===== config.mk =====
export PLATFORM = sky130hd
export DESIGN_NAME = cursor_linked_list_engine_flat
export DESIGN_NICKNAME = d
export VERILOG_FILES = /design/src/design/cll_pkg.sv /design/src/design/cll_if.sv /design/src/design/cll_store.sv /design/src/design/cursor_linked_list_engine.sv /design/src/flat_wrapper.sv
export VERILOG_INCLUDE_DIRS = /design/src /design/src/design
export SDC_FILE = /design/constraint.sdc
export NUM_CORES = 1
export LEC_CHECK = 0
export BUFFER_PORTS_ARGS = -buffer_cell sky130_fd_sc_hd__buf_2
export CAP_MARGIN = 0
export CORE_ASPECT_RATIO = 0.75
export CORE_UTILIZATION = 35
export DETAILED_ROUTE_END_ITERATION = 6
export GPL_ROUTABILITY_DRIVEN = 0
export PLACE_DENSITY = 0.49
export SLEW_MARGIN = 20
export SYNTH_ARGS = -nofsm -noshare
export SYNTH_HDL_FRONTEND = slang
export SYNTH_SLANG_ARGS = --single-unit

===== constraint.sdc =====
create_clock -name i_clk -period 2.79 [get_ports i_clk]
set_clock_uncertainty 0.15 [all_clocks]
set_input_delay 0.1395 -clock i_clk [delete_from_list [all_inputs] [get_ports i_clk]]
set_output_delay 0.1395 -clock i_clk [all_outputs]
set_load 0.05 [all_outputs]

===== src/design/cursor_linked_list_engine_macros.svh =====
// Assertion helpers shared by the RTL.
// Each one samples on i_clk and is disabled while i_rst_n is low.
`ifndef CURSOR_LINKED_LIST_ENGINE_MACROS_SVH
`define CURSOR_LINKED_LIST_ENGINE_MACROS_SVH

`ifndef SYNTH

// Same-cycle implication.
`define CLL_ASSERT_IMP(lbl, ante, cons, msg) \
    lbl: assert property (@(posedge i_clk) disable iff (!i_rst_n) (ante) |-> (cons)) \
        else $error(msg);

// Next-cycle implication.
`define CLL_ASSERT_NXT(lbl, ante, cons, msg) \
    lbl: assert property (@(posedge i_clk) disable iff (!i_rst_n) (ante) |=> (cons)) \
        else $error(msg);

`else

`define CLL_ASSERT_IMP(lbl, ante, cons, msg)
`define CLL_ASSERT_NXT(lbl, ante, cons, msg)

`endif

`endif


===== src/design/cll_pkg.sv =====
package cll_pkg;

    localparam int CLL_NODES = 8;

    localparam logic [1:0] CMD_INSERT = 2'd0;
    localparam logic [1:0] CMD_DELETE = 2'd1;
    localparam logic [1:0] CMD_READ   = 2'd2;
    localparam logic [1:0] CMD_NONE   = 2'd3;

    localparam logic [1:0] ST_OK        = 2'd0;
    localparam logic [1:0] ST_FULL      = 2'd1;
    localparam logic [1:0] ST_NOT_FOUND = 2'd2;
    localparam logic [1:0] ST_EMPTY     = 2'd3;

    typedef struct packed {
        logic rd_en;
        logic val_we;
        logic nxt_we;
    } t_store_ctl;

endpackage


===== src/design/cll_if.sv =====
interface cll_cmd_if;
    logic       valid;
    logic       ready;
    logic [1:0] command;
    logic [7:0] value;

    modport source (output valid, output command, output value, input ready);
    modport sink   (input valid, input command, input value, output ready);
endinterface

interface cll_res_if;
    logic       valid;
    logic       ready;
    logic [1:0] status;
    logic [7:0] data;
    logic       last;

    modport source (output valid, output status, output data, output last, input ready);
    modport sink   (input valid, input status, input data, input last, output ready);
endinterface


===== src/design/cll_store.sv =====
module cll_store import cll_pkg::*; #(
    parameter int NODES = CLL_NODES,
    localparam int IW = $clog2(NODES),
    localparam int PW = $clog2(NODES + 1)
) (
    input  logic          i_clk,
    input  logic          i_rst_n,
    input  t_store_ctl    i_ctl,
    input  logic [IW-1:0] i_rd_addr,
    input  logic [IW-1:0] i_val_waddr,
    input  logic [7:0]    i_val_wdata,
    input  logic [IW-1:0] i_nxt_waddr,
    input  logic [PW-1:0] i_nxt_wdata,
    output logic [7:0]    o_rd_value,
    output logic [PW-1:0] o_rd_next
);

    logic [7:0]       r_val_mem [NODES];
    logic [PW-1:0]    r_nxt_mem [NODES];
    logic [NODES-1:0] r_nvld;

    logic [7:0]    r_rd_value;
    logic [PW-1:0] r_rd_next_raw;
    logic          r_rd_nvld;
    logic [IW-1:0] r_rd_addr;

    always_ff @(posedge i_clk) begin
        if (i_ctl.val_we) begin
            r_val_mem[i_val_waddr] <= i_val_wdata;
        end
        if (i_ctl.rd_en) begin
            r_rd_value <= r_val_mem[i_rd_addr];
        end
    end

    always_ff @(posedge i_clk) begin
        if (i_ctl.nxt_we) begin
            r_nxt_mem[i_nxt_waddr] <= i_nxt_wdata;
        end
        if (i_ctl.rd_en) begin
            r_rd_next_raw <= r_nxt_mem[i_rd_addr];
            r_rd_nvld     <= r_nvld[i_rd_addr];
            r_rd_addr     <= i_rd_addr;
        end
    end

    // A link never written since reset reads as its reset chain: i -> i+1.
    always_ff @(posedge i_clk) begin
        if (!i_rst_n) begin
            r_nvld <= '0;
        end else if (i_ctl.nxt_we) begin
            r_nvld[i_nxt_waddr] <= 1'b1;
        end
    end

    assign o_rd_value = r_rd_value;
    assign o_rd_next  = r_rd_nvld ? r_rd_next_raw : (PW'(r_rd_addr) + PW'(1));

endmodule


===== src/design/cursor_linked_list_engine.sv =====
// Channel   Dir  Modport  Payload
// i_cmd     in   sink     command[1:0], value[7:0]
// o_res     out  source   status[1:0], data[7:0], last
//
// One link is followed per cycle (registered node-store read) while the walk is not stalled.
// Insert appends a popped free node at the tail; delete unlinks the first node with the value.
// Read out: after the head read, one element per cycle while results drain.
// Reset clears the list and free-list heads and the link valid bits directly; no sweep.
// A result held in the output register stalls the read-out walk; i_cmd is ready only between commands.
module cursor_linked_list_engine import cll_pkg::*; #(
    parameter int NODES = CLL_NODES
) (
    input  logic        i_clk,
    input  logic        i_rst_n,
    cll_cmd_if.sink     i_cmd,
    cll_res_if.source   o_res
);

`include "cursor_linked_list_engine_macros.svh"

    localparam int IW = $clog2(NODES);
    localparam int PW = $clog2(NODES + 1);
    localparam logic [PW-1:0] NULL_IDX = PW'(NODES);

    localparam logic [2:0] S_IDLE     = 3'd0;
    localparam logic [2:0] S_INS_POP  = 3'd1;
    localparam logic [2:0] S_INS_WALK = 3'd2;
    localparam logic [2:0] S_DEL_WALK = 3'd3;
    localparam logic [2:0] S_DEL_FREE = 3'd4;
    localparam logic [2:0] S_RD_WALK  = 3'd5;
    localparam logic [2:0] S_EMIT     = 3'd6;

    function automatic logic is_node(input logic [PW-1:0] idx);
        return idx < NULL_IDX;
    endfunction

    logic [2:0]    r_state, n_state;
    logic [PW-1:0] r_free_head, n_free_head;
    logic [PW-1:0] r_list_head, n_list_head;
    logic [PW-1:0] r_cur, n_cur;
    logic [PW-1:0] r_prev, n_prev;
    logic          r_have_prev, n_have_prev;
    logic [PW-1:0] r_steps, n_steps;
    logic [PW-1:0] r_slot, n_slot;
    logic [7:0]    r_value, n_value;
    logic [1:0]    r_status, n_status;

    logic          r_out_valid;
    logic [1:0]    r_out_status;
    logic [7:0]    r_out_data;
    logic          r_out_last;

    logic          out_load;
    logic [1:0]    out_status;
    logic [7:0]    out_data;
    logic          out_last;
    logic          slot_free;
    logic          cmd_accept;

    t_store_ctl    ctl;
    logic [IW-1:0] rd_addr;
    logic [IW-1:0] val_waddr;
    logic [7:0]    val_wdata;
    logic [IW-1:0] nxt_waddr;
    logic [PW-1:0] nxt_wdata;
    logic [7:0]    rd_value;
    logic [PW-1:0] rd_next;
    logic [PW-1:0] steps_inc;
    logic          walk_more;

    cll_store #(.NODES(NODES)) u_store (
        .i_clk       (i_clk),
        .i_rst_n     (i_rst_n),
        .i_ctl       (ctl),
        .i_rd_addr   (rd_addr),
        .i_val_waddr (val_waddr),
        .i_val_wdata (val_wdata),
        .i_nxt_waddr (nxt_waddr),
        .i_nxt_wdata (nxt_wdata),
        .o_rd_value  (rd_value),
        .o_rd_next   (rd_next)
    );

    assign i_cmd.ready = (r_state == S_IDLE);
    assign cmd_accept  = i_cmd.valid && i_cmd.ready;
    assign slot_free   = !r_out_valid || o_res.ready;
    assign steps_inc   = r_steps + PW'(1);
    assign walk_more   = (steps_inc < NULL_IDX) && is_node(rd_next);

    always_comb begin
        n_state     = r_state;
        n_free_head = r_free_head;
        n_list_head = r_list_head;
        n_cur       = r_cur;
        n_prev      = r_prev;
        n_have_prev = r_have_prev;
        n_steps     = r_steps;
        n_slot      = r_slot;
        n_value     = r_value;
        n_status    = r_status;

        ctl        = '0;
        rd_addr    = '0;
        val_waddr  = r_slot[IW-1:0];
        val_wdata  = r_value;
        nxt_waddr  = r_cur[IW-1:0];
        nxt_wdata  = NULL_IDX;

        out_load   = 1'b0;
        out_status = ST_OK;
        out_data   = '0;
        out_last   = 1'b1;

        unique case (r_state)
            S_IDLE: begin
                if (cmd_accept) begin
                    n_value     = i_cmd.value;
                    n_steps     = '0;
                    n_have_prev = 1'b0;
                    n_cur       = r_list_head;
                    unique case (i_cmd.command)
                        CMD_INSERT: begin
                            if (!is_node(r_free_head)) begin
                                n_status = ST_FULL;
                                n_state  = S_EMIT;
                            end else begin
                                n_slot    = r_free_head;
                                ctl.rd_en = 1'b1;
                                rd_addr   = r_free_head[IW-1:0];
                                n_state   = S_INS_POP;
                            end
                        end
                        CMD_DELETE, CMD_READ: begin
                            if (!is_node(r_list_head)) begin
                                n_status = ST_EMPTY;
                                n_state  = S_EMIT;
                            end else begin
                                ctl.rd_en = 1'b1;
                                rd_addr   = r_list_head[IW-1:0];
                                n_state   = (i_cmd.command == CMD_DELETE) ? S_DEL_WALK
                                                                          : S_RD_WALK;
                            end
                        end
                        default: begin
                        end
                    endcase
                end
            end
            S_INS_POP: begin
                // rd_next holds the link of the popped free node
                n_free_head = rd_next;
                ctl.val_we  = 1'b1;
                ctl.nxt_we  = 1'b1;
                nxt_waddr   = r_slot[IW-1:0];
                nxt_wdata   = NULL_IDX;
                if (!is_node(r_list_head)) begin
                    n_list_head = r_slot;
                    n_status    = ST_OK;
                    n_state     = S_EMIT;
                end else begin
                    n_cur     = r_list_head;
                    ctl.rd_en = 1'b1;
                    rd_addr   = r_list_head[IW-1:0];
                    n_state   = S_INS_WALK;
                end
            end
            S_INS_WALK: begin
                if ((r_steps < NULL_IDX) && is_node(rd_next)) begin
                    n_cur     = rd_next;
                    n_steps   = steps_inc;
                    ctl.rd_en = 1'b1;
                    rd_addr   = rd_next[IW-1:0];
                end else begin
                    ctl.nxt_we = 1'b1;
                    nxt_waddr  = r_cur[IW-1:0];
                    nxt_wdata  = r_slot;
                    n_status   = ST_OK;
                    n_state    = S_EMIT;
                end
            end
            S_DEL_WALK: begin
                if (rd_value == r_value) begin
                    if (r_have_prev) begin
                        ctl.nxt_we = 1'b1;
                        nxt_waddr  = r_prev[IW-1:0];
                        nxt_wdata  = rd_next;
                    end else begin
                        n_list_head = rd_next;
                    end
                    n_state = S_DEL_FREE;
                end else begin
                    n_prev      = r_cur;
                    n_have_prev = 1'b1;
                    n_steps     = steps_inc;
                    n_cur       = rd_next;
                    if (walk_more) begin
                        ctl.rd_en = 1'b1;
                        rd_addr   = rd_next[IW-1:0];
                    end else begin
                        n_status = ST_NOT_FOUND;
                        n_state  = S_EMIT;
                    end
                end
            end
            S_DEL_FREE: begin
                // final link write of the unlink: node goes to the free-list head
                ctl.nxt_we  = 1'b1;
                nxt_waddr   = r_cur[IW-1:0];
                nxt_wdata   = r_free_head;
                n_free_head = r_cur;
                n_status    = ST_OK;
                n_state     = S_EMIT;
            end
            S_RD_WALK: begin
                if (slot_free) begin
                    out_load   = 1'b1;
                    out_status = ST_OK;
                    out_data   = rd_value;
                    out_last   = !walk_more;
                    if (walk_more) begin
                        n_cur     = rd_next;
                        n_steps   = steps_inc;
                        ctl.rd_en = 1'b1;
                        rd_addr   = rd_next[IW-1:0];
                    end else begin
                        n_state = S_IDLE;
                    end
                end
            end
            S_EMIT: begin
                if (slot_free) begin
                    out_load   = 1'b1;
                    out_status = r_status;
                    n_state    = S_IDLE;
                end
            end
            default: begin
                n_state = S_IDLE;
            end
        endcase
    end

    always_ff @(posedge i_clk) begin
        if (!i_rst_n) begin
            r_state     <= S_IDLE;
            r_free_head <= '0;
            r_list_head <= NULL_IDX;
            r_out_valid <= 1'b0;
        end else begin
            r_state     <= n_state;
            r_free_head <= n_free_head;
            r_list_head <= n_list_head;
            if (out_load) begin
                r_out_valid <= 1'b1;
            end else if (o_res.ready) begin
                r_out_valid <= 1'b0;
            end
        end
    end

    always_ff @(posedge i_clk) begin
        r_cur       <= n_cur;
        r_prev      <= n_prev;
        r_have_prev <= n_have_prev;
        r_steps     <= n_steps;
        r_slot      <= n_slot;
        r_value     <= n_value;
        r_status    <= n_status;
        if (out_load) begin
            r_out_status <= out_status;
            r_out_data   <= out_data;
            r_out_last   <= out_last;
        end
    end

    assign o_res.valid  = r_out_valid;
    assign o_res.status = r_out_status;
    assign o_res.data   = r_out_data;
    assign o_res.last   = r_out_last;

    `CLL_ASSERT_IMP(a_heads_disjoint, is_node(r_list_head), r_list_head != r_free_head, "list and free heads share a node")
    `CLL_ASSERT_IMP(a_walk_on_node, r_state == S_INS_WALK || r_state == S_DEL_WALK || r_state == S_RD_WALK, is_node(r_cur), "walk cursor off the store")
    `CLL_ASSERT_IMP(a_ins_not_self, r_state == S_INS_WALK, r_cur != r_slot, "insert walk reached the new node")
    `CLL_ASSERT_NXT(a_unused_cmd_idle, cmd_accept && i_cmd.command == CMD_NONE, r_state == S_IDLE && !out_load, "unused command left idle")

endmodule

===== src/flat_wrapper.sv =====
// flat-port wrapper written by rule: the top's interface ports become plain ports
module cursor_linked_list_engine_flat import cll_pkg::*;
#(
    parameter int NODES = CLL_NODES
)
  (i_clk, i_rst_n, i_cmd_valid, i_cmd_command, i_cmd_value, i_cmd_ready, o_res_valid, o_res_status, o_res_data, o_res_last, o_res_ready);
  cll_cmd_if i_cmd_i ();
  cll_res_if o_res_i ();
  input  logic i_clk;
  input  logic i_rst_n;
  input wire logic [$bits(i_cmd_i.valid)-1:0] i_cmd_valid;
  input wire logic [$bits(i_cmd_i.command)-1:0] i_cmd_command;
  input wire logic [$bits(i_cmd_i.value)-1:0] i_cmd_value;
  output wire logic [$bits(i_cmd_i.ready)-1:0] i_cmd_ready;
  output wire logic [$bits(o_res_i.valid)-1:0] o_res_valid;
  output wire logic [$bits(o_res_i.status)-1:0] o_res_status;
  output wire logic [$bits(o_res_i.data)-1:0] o_res_data;
  output wire logic [$bits(o_res_i.last)-1:0] o_res_last;
  input wire logic [$bits(o_res_i.ready)-1:0] o_res_ready;
  assign i_cmd_i.valid = i_cmd_valid;
  assign i_cmd_i.command = i_cmd_command;
  assign i_cmd_i.value = i_cmd_value;
  assign i_cmd_ready = i_cmd_i.ready;
  assign o_res_valid = o_res_i.valid;
  assign o_res_status = o_res_i.status;
  assign o_res_data = o_res_i.data;
  assign o_res_last = o_res_i.last;
  assign o_res_i.ready = o_res_ready;
  cursor_linked_list_engine #(.NODES(NODES)) u_core (.i_clk(i_clk), .i_rst_n(i_rst_n), .i_cmd(i_cmd_i), .o_res(o_res_i));
endmodule

-- Yosys cells after proc, flatten, opt, wreduce, memory -nomap -nowiden
Memories as Yosys holds them, arrays and structs flattened. A register that Yosys moved wholly into a read port is not among the register bits.
Cells that the tools add are included.
- reduce and logical (&&, ||, !) cells: 30
- magnitude comparators: 8
- bitwise logic cells: 2
- $add $sub $neg: 2
- multipliers: 0
- multiplexer cells: 86
- eq/ne operators: 26
- divide/modulo/power cells: 0
- shifts and indexed selects: 0
- operator list (operator ; count):
    4-bit two-way mux ; 18
    3-bit two-way mux ; 20
    1-bit two-way mux ; 23
    3-bit case mux with 7 select lines ; 1
    4-bit less-than comparator (second input constant) ; 5
    4-bit case mux with 5 select lines ; 1
    3-bit case mux with 2 select lines ; 3
    4-bit case mux with 2 select lines ; 2
    4-bit case mux with 4 select lines ; 1
    3-bit case mux with 5 select lines ; 1
    2-bit two-way mux ; 7
    2-bit != test (second input constant) ; 7
    7-bit AND reduction ; 2
    2-bit by 1-bit != test with 1-bit output (second input constant) ; 6
    3-bit != test (second input constant) ; 4
    4-bit case mux with 3 select lines ; 1
    2-bit case mux with 5 select lines ; 1
    5-bit nonzero test ; 2
    3-bit == test (second input constant) ; 3
    9-bit AND reduction ; 1
    8-bit == test ; 1
    3-bit by 4-bit less-than comparator with 1-bit output (second input constant) ; 2
    8-bit OR ; 1
    2-bit AND reduction ; 4
    25 further kinds ; 37
- word-level logic and storage cells: 173
- memory bits (read-only): 0
- latch bits: 0
- flip-flop bits (word level): 61
- bits in writable memories: 96
- bits of input ports: 14
- memories kept: 2
- memories (name ; depth ; bits a word ; read ports ; clocked after Yosys merged registers in ; write ports ; line ; text):
    u_core.u_store.r_val_mem ; 8 ; 8 ; 1 ; 1 ; 1 ; cll_store.sv:18 ; logic [7:0] r_val_mem [NODES];
    u_core.u_store.r_nxt_mem ; 8 ; 4 ; 1 ; 1 ; 1 ; cll_store.sv:19 ; logic [PW-1:0] r_nxt_mem [NODES];

-- Longest topological paths before layout
Gate-level depths: netlist of the first run.
- depth in word-level cells: 9
- mapped depth: 13
- depth with buffers taken out: 9

-- By module
A second synthesis of the first run with hierarchy kept.
- cell total of the unflattened synthesis: 467
- area total of the unflattened synthesis: 7314.5 um2
- by module, submodules not included (module ; area each (um2) ; times used ; cells each ; sequential area each (um2)):
    cll_store ; 4659.5 ; 1 ; 206 ; 3523.4
    cursor_linked_list_engine ; 2655.0 ; 1 ; 261 ; 1351.3

-- Least setup slack after synthesis of the first run
No wires, ideal clock.
- path kind: register to register
- start: register u_core.r_out_valid, in the netlist u_core.o_res.valid
- end: register u_core.u_store.r_rd_value[1], in the netlist u_core.u_store.o_rd_value[1], read port of u_core.u_store.r_val_mem (data pin)
- clock period less this slack: 2.863 ns
- cell stages (with the launch flop): 12
- data required time: 2.380 ns
- path slack: -0.073 ns
- arrival time: 2.454 ns
- cell sequence: dfxtp_1 > nor2b_1 > clkbuf_1 > or2_0 > o31a_1 > buf_6 > and2_4 > buf_6 > o21a_1 > inv_2 > buf_2 > mux2_2
- word-level cells in the longest chain between the ends: 4
- elaborated cells on any way between the ends: 6
- classes of those cells: mux (4); reduce/logical (2)
- RTL lines (item ; line ; text):
    start, declared ; cursor_linked_list_engine.sv:48 ; logic r_out_valid;
    start signal, assigned ; cursor_linked_list_engine.sv:248 ; r_out_valid <= 1'b0;
    start signal, assigned ; cursor_linked_list_engine.sv:254 ; r_out_valid <= 1'b1;
    start signal, assigned ; cursor_linked_list_engine.sv:256 ; r_out_valid <= 1'b0;
    1-bit zero test ; cursor_linked_list_engine.sv:86 ; assign slot_free = !r_out_valid || o_res.ready;
    1-bit logical OR ; cursor_linked_list_engine.sv:86 ;
    3-bit two-way mux ; cursor_linked_list_engine.sv:215 ; if (slot_free) begin
    3-bit case mux with 5 select lines ; cursor_linked_list_engine.sv:114 ; unique case (r_state)
    named net u_core.rd_addr[1] ; cursor_linked_list_engine.sv:61 ; logic [IW-1:0] rd_addr;
    end, declared ; cll_store.sv:22 ; logic [7:0] r_rd_value;
The timed path passes the listed nets, and every way through them passes these cells.
A chain may end at the register's enable or synchronous reset.

-- Worst setup path after layout of the first run
- start: register u_core.r_value[4]
- end: memory u_core.u_store.r_nxt_mem[2][0] (netlist name) (enable)
- word-level cells in the longest chain between the ends: 5
- elaborated cells on any way between the ends: 7
- classes of those cells: eq/ne (1); mux (6)
- RTL lines (item ; line ; text):
    start, declared ; cursor_linked_list_engine.sv:45 ; logic [7:0] r_value, n_value;
    start signal, assigned ; cursor_linked_list_engine.sv:267 ; r_value <= n_value;
    8-bit == test (*) ; cursor_linked_list_engine.sv:182 ; if (rd_value == r_value) begin
    1-bit two-way mux ; cursor_linked_list_engine.sv:182 ;
    1-bit case mux with 3 select lines ; cursor_linked_list_engine.sv:114 ;
    1-bit two-way mux ; cll_store.sv:37 ; if (i_ctl.nxt_we) begin
    1-bit two-way mux (implied by the code) ; cll_store.sv:38 ; r_nxt_mem[i_nxt_waddr] <= i_nxt_wdata;
    end, declared ; cll_store.sv:19 ;
Mark *: on every way between the ends. The rest lies on a longest branch, timed or not.

==> results of run 1 <==
cell usage after synthesis, types with 2 or more instances:
cell type	number	share of area, %
sky130_fd_sc_hd__clkbuf_1	48	2.0
sky130_fd_sc_hd__o22ai_1	5	0.34
sky130_fd_sc_hd__xnor2_1	11	1.1
sky130_fd_sc_hd__and3_1	3	0.21
sky130_fd_sc_hd__a32oi_1	2	0.19
sky130_fd_sc_hd__a21oi_1	60	3.3
sky130_fd_sc_hd__or4_1	2	0.16
sky130_fd_sc_hd__dfxtp_1	20	4.4
sky130_fd_sc_hd__nor2b_1	8	0.55
sky130_fd_sc_hd__o211a_1	2	0.22
sky130_fd_sc_hd__buf_6	12	1.5
sky130_fd_sc_hd__mux2i_1	29	3.2
sky130_fd_sc_hd__nand2_1	101	4.2
sky130_fd_sc_hd__edfxtp_1	149	49
sky130_fd_sc_hd__o21a_1	4	0.33
sky130_fd_sc_hd__inv_2	2	0.083
sky130_fd_sc_hd__o21ai_0	67	3.7
sky130_fd_sc_hd__nand2b_1	7	0.48
sky130_fd_sc_hd__ha_1	5	0.69
sky130_fd_sc_hd__xor2_1	2	0.19
sky130_fd_sc_hd__a21boi_0	4	0.33
sky130_fd_sc_hd__mux2_2	14	1.7
sky130_fd_sc_hd__a221oi_1	3	0.29
sky130_fd_sc_hd__nor3b_1	4	0.33
sky130_fd_sc_hd__o21ai_1	3	0.16
sky130_fd_sc_hd__o31ai_1	52	4.3
sky130_fd_sc_hd__buf_2	6	0.33
sky130_fd_sc_hd__nor3_1	8	0.44
sky130_fd_sc_hd__a221o_1	5	0.55
sky130_fd_sc_hd__buf_4	3	0.25
sky130_fd_sc_hd__and3b_1	2	0.19
sky130_fd_sc_hd__nand4_1	2	0.14
sky130_fd_sc_hd__a211oi_1	52	4.3
sky130_fd_sc_hd__nand4b_1	2	0.19
sky130_fd_sc_hd__buf_12	2	0.44
sky130_fd_sc_hd__inv_1	62	2.6
sky130_fd_sc_hd__a22oi_1	5	0.41
sky130_fd_sc_hd__nand3_1	4	0.22
sky130_fd_sc_hd__and2_1	15	1.0
sky130_fd_sc_hd__o211ai_1	5	0.41
sky130_fd_sc_hd__nor2_1	83	3.4
logic make-up after synthesis:
group	Yosys count
mux	43
buf+inv	136
fa+ha+maj	5
flops	169
xor+xnor	13
simple gates	252
compound gates	278
cells in the final DEF, fill, tap and decap left out, drive strengths merged, types with 7 or more instances in the layout:
cell type	count
inv	69
mux2i	29
nor2b	9
nor3	8
clkbuf	17
nand2b	7
a21oi	60
and2	16
o31ai	52
nand2	101
xnor2	11
a211oi	52
dfxtp	20
edfxtp	149
mux2	14
o21ai	71
dlygate4sd3	9
nor2	83
buf	135
layer usage:
metal | up-vias | track usage [%] | share of wire (%)
met2 | 230 | 30.5 | 43
li1 | 3447 | - | -
met1 | 3475 | 29.6 | 48
met4 | 0 | 4.92 | 0.94
met5 | - | 0 | 0
met3 | 17 | 4.65 | 8.0
power by group through the flow:
stage / clock network (mW) / logic (mW) / registers, mW
CTS: 2.40 / 3.73 / 3.63
global placement: 0 / 3.67 / 3.68
finish: 2.36 / 3.84 / 3.64
floorplan: 0 / 2.25 / 3.65
detailed placement: 0 / 3.66 / 3.68
global route: 2.50 / 4.16 / 3.68
what timing repair did:
item                                    in CTS  in global routing
resized for setup                            9                 29
setup buffers                                3                  6
endpoints found under the setup margin      34                 45
pin swaps                                    3                 11
endpoints found under the hold margin       13                  0
hold buffers                                 9                  0
gates cloned                                 1                  0
worst register-to-register path: cells and delay by family (launching register included):
family	cells	cell delay, ns
xor+xnor	1	0.15
buf+inv	3	0.41
simple gates	5	0.88
flops	1	0.43
compound gates	1	0.42
final cells by class:
cell class                 count  area share (%)
sequential                   169            43.9
multi-input combinational    591            33.6
timing repair buffer         144            11.4
clock buffer                  17            3.82
tap                          338            3.80
inverter                      64            2.20
clock inverter                14            1.29
registers in the layout, summed over array words and instances (netlist names), 2 cells and up:
register                      count
u_core.r_slot                     4
u_core.o_res.data                 8
u_core.r_free_head                4
u_core.r_list_head                4
u_core.o_res.status               2
u_core.r_state                    3
u_core.u_store.o_rd_value         8
u_core.r_status                   2
u_core.u_store.r_val_mem         64
u_core.u_store.r_rd_next_raw      4
u_core.u_store.r_rd_addr          3
u_core.r_steps                    4
u_core.u_store.r_nvld             8
u_core.r_value                    8
u_core.r_prev                     3
u_core.u_store.r_nxt_mem         32
u_core.r_cur                      4
path summary, 6_finish.rpt:
path	cells past startpoint	end	slack, ns	startpoint
min	3	u_core.r_have_prev	0.04	i_cmd_valid
max reg2reg	10	u_core.u_store.r_nxt_mem[2][0]	0.06	u_core.r_value[4]
max	10	u_core.u_store.r_nxt_mem[2][0]	0.06	u_core.r_value[4]
min reg2reg	2	u_core.u_store.r_nvld[3]	0.31	u_core.u_store.r_nvld[3]
through the flow:
stage | hold slack [ns] | worst slack, ns | util (%)
finish | 0.0425 | 0.0586 | 44.1
global placement | 0.169 | -0.133 | 40.5
global route | 0.0764 | -0.0449 | 44.1
CTS | 0.0462 | 0.00357 | 43.6
detailed placement | 0.181 | -0.130 | 40.5
floorplan | 0.0884 | 0.0395 | -
==> metrics list, run 1 <==
- Final nets: 1006
- Critical-path top delay cell: sky130_fd_sc_hd__edfxtp_1
* Vias in the first global route: 6624
- Required time worst endpoint: 2.79 ns
* Remaining global-route overflow: 0
- Clk sink count: 169
* Power per Cell Area: 884 nW/µm²
- Max Clock Freq: 366 MHz
- Remaining antenna violation count after routing: 0
- Critical path class: register to register
- Transition at the pin with the smallest max-transition slack: 0.550 ns
* Clock-pin slew on the worst setup and hold paths: 0.07 ns
* Via count: 7169
- The number of nets handed over by synthesis was 915.
- On the critical path the largest part of the delay comes from simple AND/OR/NAND/NOR gates.
- In this run the static leakage power is 4.04 nW.
- Hold WC Path Type: input pin to register
* Height of the die: 142 µm
- The post-route netlist has 22.3% of its cells at a drive strength greater than 1.
- Fill count: 2404
- The die is 188 µm wide.
- Detailed placement finished with a half-perimeter wire length of 17.5 mm.
- Post-synth design cell area: 9100 µm²
* Number of cells in the design after placement: 1287
- Adder and majority cell fraction of the synthesized area: 0.687%
- Simple-gate share of the synthesized area: 12.7%
- DRC errors left: 0
- Synthesis Warnings: 0
- The final max-slew violation count was 0.
- Net Sw Power: 3.58 mW
- In this run the deepest clock path goes through 2 buffers.
* Crit path max fanout: 5
- Cell occurring most often along the worst timing path: sky130_fd_sc_hd__buf_4
- Dividing the detail-routed wire length by the instance count gives 19.8 µm.
- Core area: 25200 µm²
- The tool flagged a number of max-cap violations equal to 0.
* Final cycle utilization of the critical path: 97.9%
- At the worst endpoint, the arrival time is 2.74 ns.
* Total buffers and inverters traversed by the critical path: 3
- Kind of launch point of the worst setup path: register
- The cell sitting at the root of the clock tree is a sky130_fd_sc_hd__clkbuf_16.
* Setup TNS: 0 ns
- Relative slew margins: 62.3%
- The initial antenna violation count was 2.
- Sequential cell area: 4880 µm²
- The repair_antennas step left the layout with diodes totalling 0.
* Setup repair after global routing missed its margin: true
* Mean area per synthesized cell: 10.2 µm²
* Total of flip-flops plus latches after synthesis: 169
- Global-route total usage across every layer: 20.4%
- Summing the areas of all compound-gate instances in the mapped netlist gives 19.7% of the synthesized area.
- Walking the worst path, the cells encountered are xnor2_1 -> nand4_1 -> nor3_2 -> buf_4 -> buf_4 -> and2_2 -> a221o_1 -> nand2b_2 -> nor2_1 -> buf_4.
- The final number of hold-violating endpoints was 0.
* Number of optimization iterations in the first detailed-route pass: 6
- For this run, the number of standard cells in the final layout without fillers is 1337.
* Cell variety after synth: 62
* Combinational cell fraction of total power: 39.1%
* Number of buffers inserted during clock tree synthesis: 17
- Number of synthesized flops with an enable pin: 149
- The die covers 26700 µm².
- Count of mapped cells out of synthesis: 896
* Post-placement cell area: 10200 µm²
- Clk pwr share: 24.0%
* Run status: completed
- The multi-input combinational cells in the finished layout cover a total of 3730 µm².
- Total Routed Length: 26.5 mm
- For this configuration, the core starts out at a cell density of 36.1%.
- After Yosys synthesis, XOR and XNOR cells account for 1.25% of the synthesized area.
- Worst-case vdd ir drop: 0.545 mV
* Via density per instance: 5.36
- Main combinational cell family by area after synthesis: compound AO/OA/AOI/OAI gates
- Finish-stage setup viols: 0
* Clock tree from TritonCTS: built
- Proportion of synthesized area in mux cells: 4.92%
- The largest single stage delay on the critical path is 0.43 ns.
- For this design the top-level I/O count stands at 27.
* Post-layout min period: 2.73 ns
- The worst setup path is captured at a register.
- Input and output buffers added on the ports amount to 26.
* Core Rows: 50
- For this run, the leading register cell type out of synthesis is sky130_fd_sc_hd__edfxtp_1.
* Maximum number of pins on one net before global-route repair: 42
- Finished Cell Area: 11100 µm²
- H-tree depth: 4
- P_int: 6.25 mW
- Share of synthesized registers carrying an async set or reset: 0%
- In this run, flip-flops and latches consume 37.0% of the power.
- Relative to the synthesized area, the layout overhead comes to 22.2%.
- For this block, the initial DRC count from the detailed router was 759.
- The first global-routing pass estimated 40.4 mm of wire.
* Total power: 9.83 mW
* Worst skew pair latency: 0.44 ns
* Switching power share of the total: 36.5%
- Sequential elements use 53.6% of the synthesized area.
Power figures use the tool's default switching activity.
==> run 2: changes to the inputs <==
Settings changed: CELL_PAD_IN_SITES_DETAIL_PLACEMENT set to 0, CELL_PAD_IN_SITES_GLOBAL_PLACEMENT set to 1, PLACE_DENSITY 0.49 to 0.59.
==> metrics list, run 2 (same netlist as run 1, synthesis figures left out) <==
- Run status: completed (unchanged).
- The I/O pin total came to 27 (unchanged).
* Setup slack of the critical path after layout: 0.0586 ns (about the same)
* Number of cells in the design after placement: 1297 (was 1287)
* Post-placement cell area: 10300 µm² (was 10200 µm²)
- Number of optimization iterations in the first detailed-route pass: 5 (was 6)
- Initial Utilization: 36.1% (unchanged)
- The final max-slew violation count was 0 (unchanged).
- Required time worst endpoint: 2.84 ns (was 2.79 ns)
- Setup repair after global routing missed its margin: true (unchanged).
- Setup TNS: 0 ns (unchanged)
- The final number of setup-violating endpoints was 0 (unchanged).
* DRC errors left: 0 (unchanged)
* Non-filler instance count after layout: 1356 (was 1337)
- Global-route wire length before repair: 40.8 mm (was 40.4 mm)
- Commonest cells after routing, fill and taps aside: sky130_fd_sc_hd__edfxtp_1 (149), sky130_fd_sc_hd__nand2_1 (98), sky130_fd_sc_hd__buf_4 (97) (was sky130_fd_sc_hd__edfxtp_1 (149), sky130_fd_sc_hd__nand2_1 (98), sky130_fd_sc_hd__buf_4 (88))
* Hold WC Path Type: input pin to register (unchanged)
- Relative slew margins: 55.3% (was 62.3%)
- The category of the worst setup path launch point is a register (unchanged).
- Via density per instance: 5.30 (was 5.36)
* Total power: 10.1 mW (was 9.83 mW)
- The power density over the cells is 885 nW/µm² (was 884 nW/µm²).
* Worst slack after detailed placement: -0.147 ns (was -0.130 ns)
* Largest registers: u_core.u_store.r_val_mem x64, u_core.u_store.r_nxt_mem x32 (unchanged)
- Crit path max fanout: 10 (was 5)
- The die height is 142 µm (unchanged).
- Critical path, cell by cell: or3_4 -> inv_4 -> and3_2 -> or2_4 -> buf_4 -> buf_4 -> o31ai_1 -> a211oi_1 -> mux2i_1 -> mux2_2 (was xnor2_1 -> nand4_1 -> nor3_2 -> buf_4 -> buf_4 -> and2_2 -> a221o_1 -> nand2b_2 -> nor2_1 -> buf_4)
* Transition at the pin with the smallest max-transition slack: 0.652 ns (was 0.550 ns)
* Die area: 26700 µm² (unchanged)
- Antenna Diode Count: 0 (unchanged)
- Worst skew pair latency: 0.44 ns (about the same)
- Remaining global-route overflow: 0 (unchanged)
* Critical path class: register to register (unchanged)
- Post-layout min period: 2.73 ns (about the same)
- The number of port buffers was 26 (unchanged).
- The placed wire-length estimate after detailed placement came to 17.7 mm (was 17.5 mm).
- The longest individual stage delay on the worst path came to 0.44 ns (was 0.43 ns).
- Finished Cell Area: 11400 µm² (was 11100 µm²)
* Hold_ws: 0.0345 ns (was 0.0425 ns)
* Worst-case vdd ir drop: 0.564 mV (was 0.545 mV)
* Number of flip-flops under the largest register name: 64 (unchanged)
* Area added between synthesis and finish: 25.6% (was 22.2%)
- The combined global-route utilization of all metal layers was 20.5% (was 20.4%).
- Number of buffers inserted during clock tree synthesis: 17 (unchanged)
- Initial antenna violation count: 4 (was 2)
- The number of clock sinks is 169 (unchanged).
* Root buffer selected by CTS: sky130_fd_sc_hd__clkbuf_16 (unchanged)
* Most flops, register: u_core.u_store.r_val_mem (unchanged)
* Cell occurring most often along the worst timing path: sky130_fd_sc_hd__buf_4 (unchanged)
* Fraction of final layout cells with drive strength greater than 1: 24.5% (was 22.3%)
- The largest buffer count on any clock path is 2 (unchanged).
- Clock-pin slew on the worst setup and hold paths: 0.07 ns (about the same)
* Worst Setup End Kind: register (unchanged)
- Final nets: 1024 (was 1006)
- Final standard cell utilization of the core: 45.3% (was 44.1%)
* Via count: 7185 (was 7169)
- The data arrival at the endpoint of the critical path is 2.78 ns (was 2.74 ns).
* Die extent in x: 188 µm (unchanged)
- Post-DR wirelength/cell: 19.6 µm (was 19.8 µm)
- Final Hold Vio Count: 0 (unchanged)
- H-tree depth: 4 (unchanged)
- The via count of the first global-routing pass came to 6702 (was 6624).
* Core Rows: 50 (unchanged)
* Number of violations reported at the end of detailed-routing iteration 0: 559 (was 759)
- The total wire length after detailed routing came to 26.6 mm (was 26.5 mm).
- Critical-path top delay cell: sky130_fd_sc_hd__or3_4 (was sky130_fd_sc_hd__edfxtp_1)
- The CTS tree was built (unchanged).
- The commonest non-fill, non-tap cell in the layout is sky130_fd_sc_hd__edfxtp_1 (unchanged).
- The total leakage power was 4.18 nW (was 4.04 nW).
- Number of maximum-capacitance violations: 0 (unchanged)
- The pin count of the biggest net entering global routing came to 79 (was 42).
- The area of the core is 25200 µm² (unchanged).
- The final antenna-violating net count is 0 (unchanged).
* Final cycle utilization of the critical path: 97.9% (about the same)
* Max Clock Freq: 366 MHz (about the same)
[run 2: cell types whose count changed in the layout (fill, tap and decap cells not counted), sizes merged]
cell    previous run  this run
buf              135       152
clkbuf            17        18
inv               69        68
clkinv             6         8
[run 2: power by group]
| part | internal (mW) | switching [mW] | leakage (nW) |
|---|---|---|---|
| logic | 1.75 | 2.33 | 2.37 |
| registers | 3.36 | 0.268 | 1.53 |
| clock network | 1.34 | 1.07 | 0.287 |
[run 2: per-layer routing]
metal	GRT usage, %	up-vias	wire (µm)
met2	30.0	164	11500
met4	4.54	0	204
met3	3.51	20	1290
met5	0	-	0
li1	-	3485	-
met1	31.3	3516	13600
[run 2: timing repair]
item | 4_1_cts | 5_1_grt
endpoints found under the setup margin | 29 | 45
setup buffers | 4 | 13
hold buffers | 9 | 0
hold endpoints to repair | 20 | 0
pin swaps | 4 | 16
resized for setup | 9 | 50
cloned | 1 | 1
[run 2: critical path, delay by kind of cell (launching register included)]
kind	cells	cell delay, ns
multiplexers	2	0.38
AND/OR/NAND/NOR	3	0.88
buffers and inverters	3	0.36
flip-flops	1	0.39
AO/OA/AOI/OAI	2	0.33
[run 2: worst paths after layout]
kind                                          startpoint                  endpoint  slack [ns]  depth (start not counted)
worst max-delay path                   u_core.r_state[0]  u_core.u_store.r_rd_nvld        0.06                         10
worst min-delay path                         i_cmd_valid        u_core.r_have_prev        0.03                          3
worst max register to register         u_core.r_state[0]  u_core.u_store.r_rd_nvld        0.06                         10
worst min register to register  u_core.u_store.r_nvld[1]  u_core.u_store.r_nvld[1]        0.30                          2
[run 2: final cells by class]
class	instances	area, µm²
sequential	169	4880
fill	2387	13800
timing repair buffer	162	1500
tap	338	423
clock buffer	17	425
clock inverter	15	168
multi-input combinational	591	3800
inverter	64	243
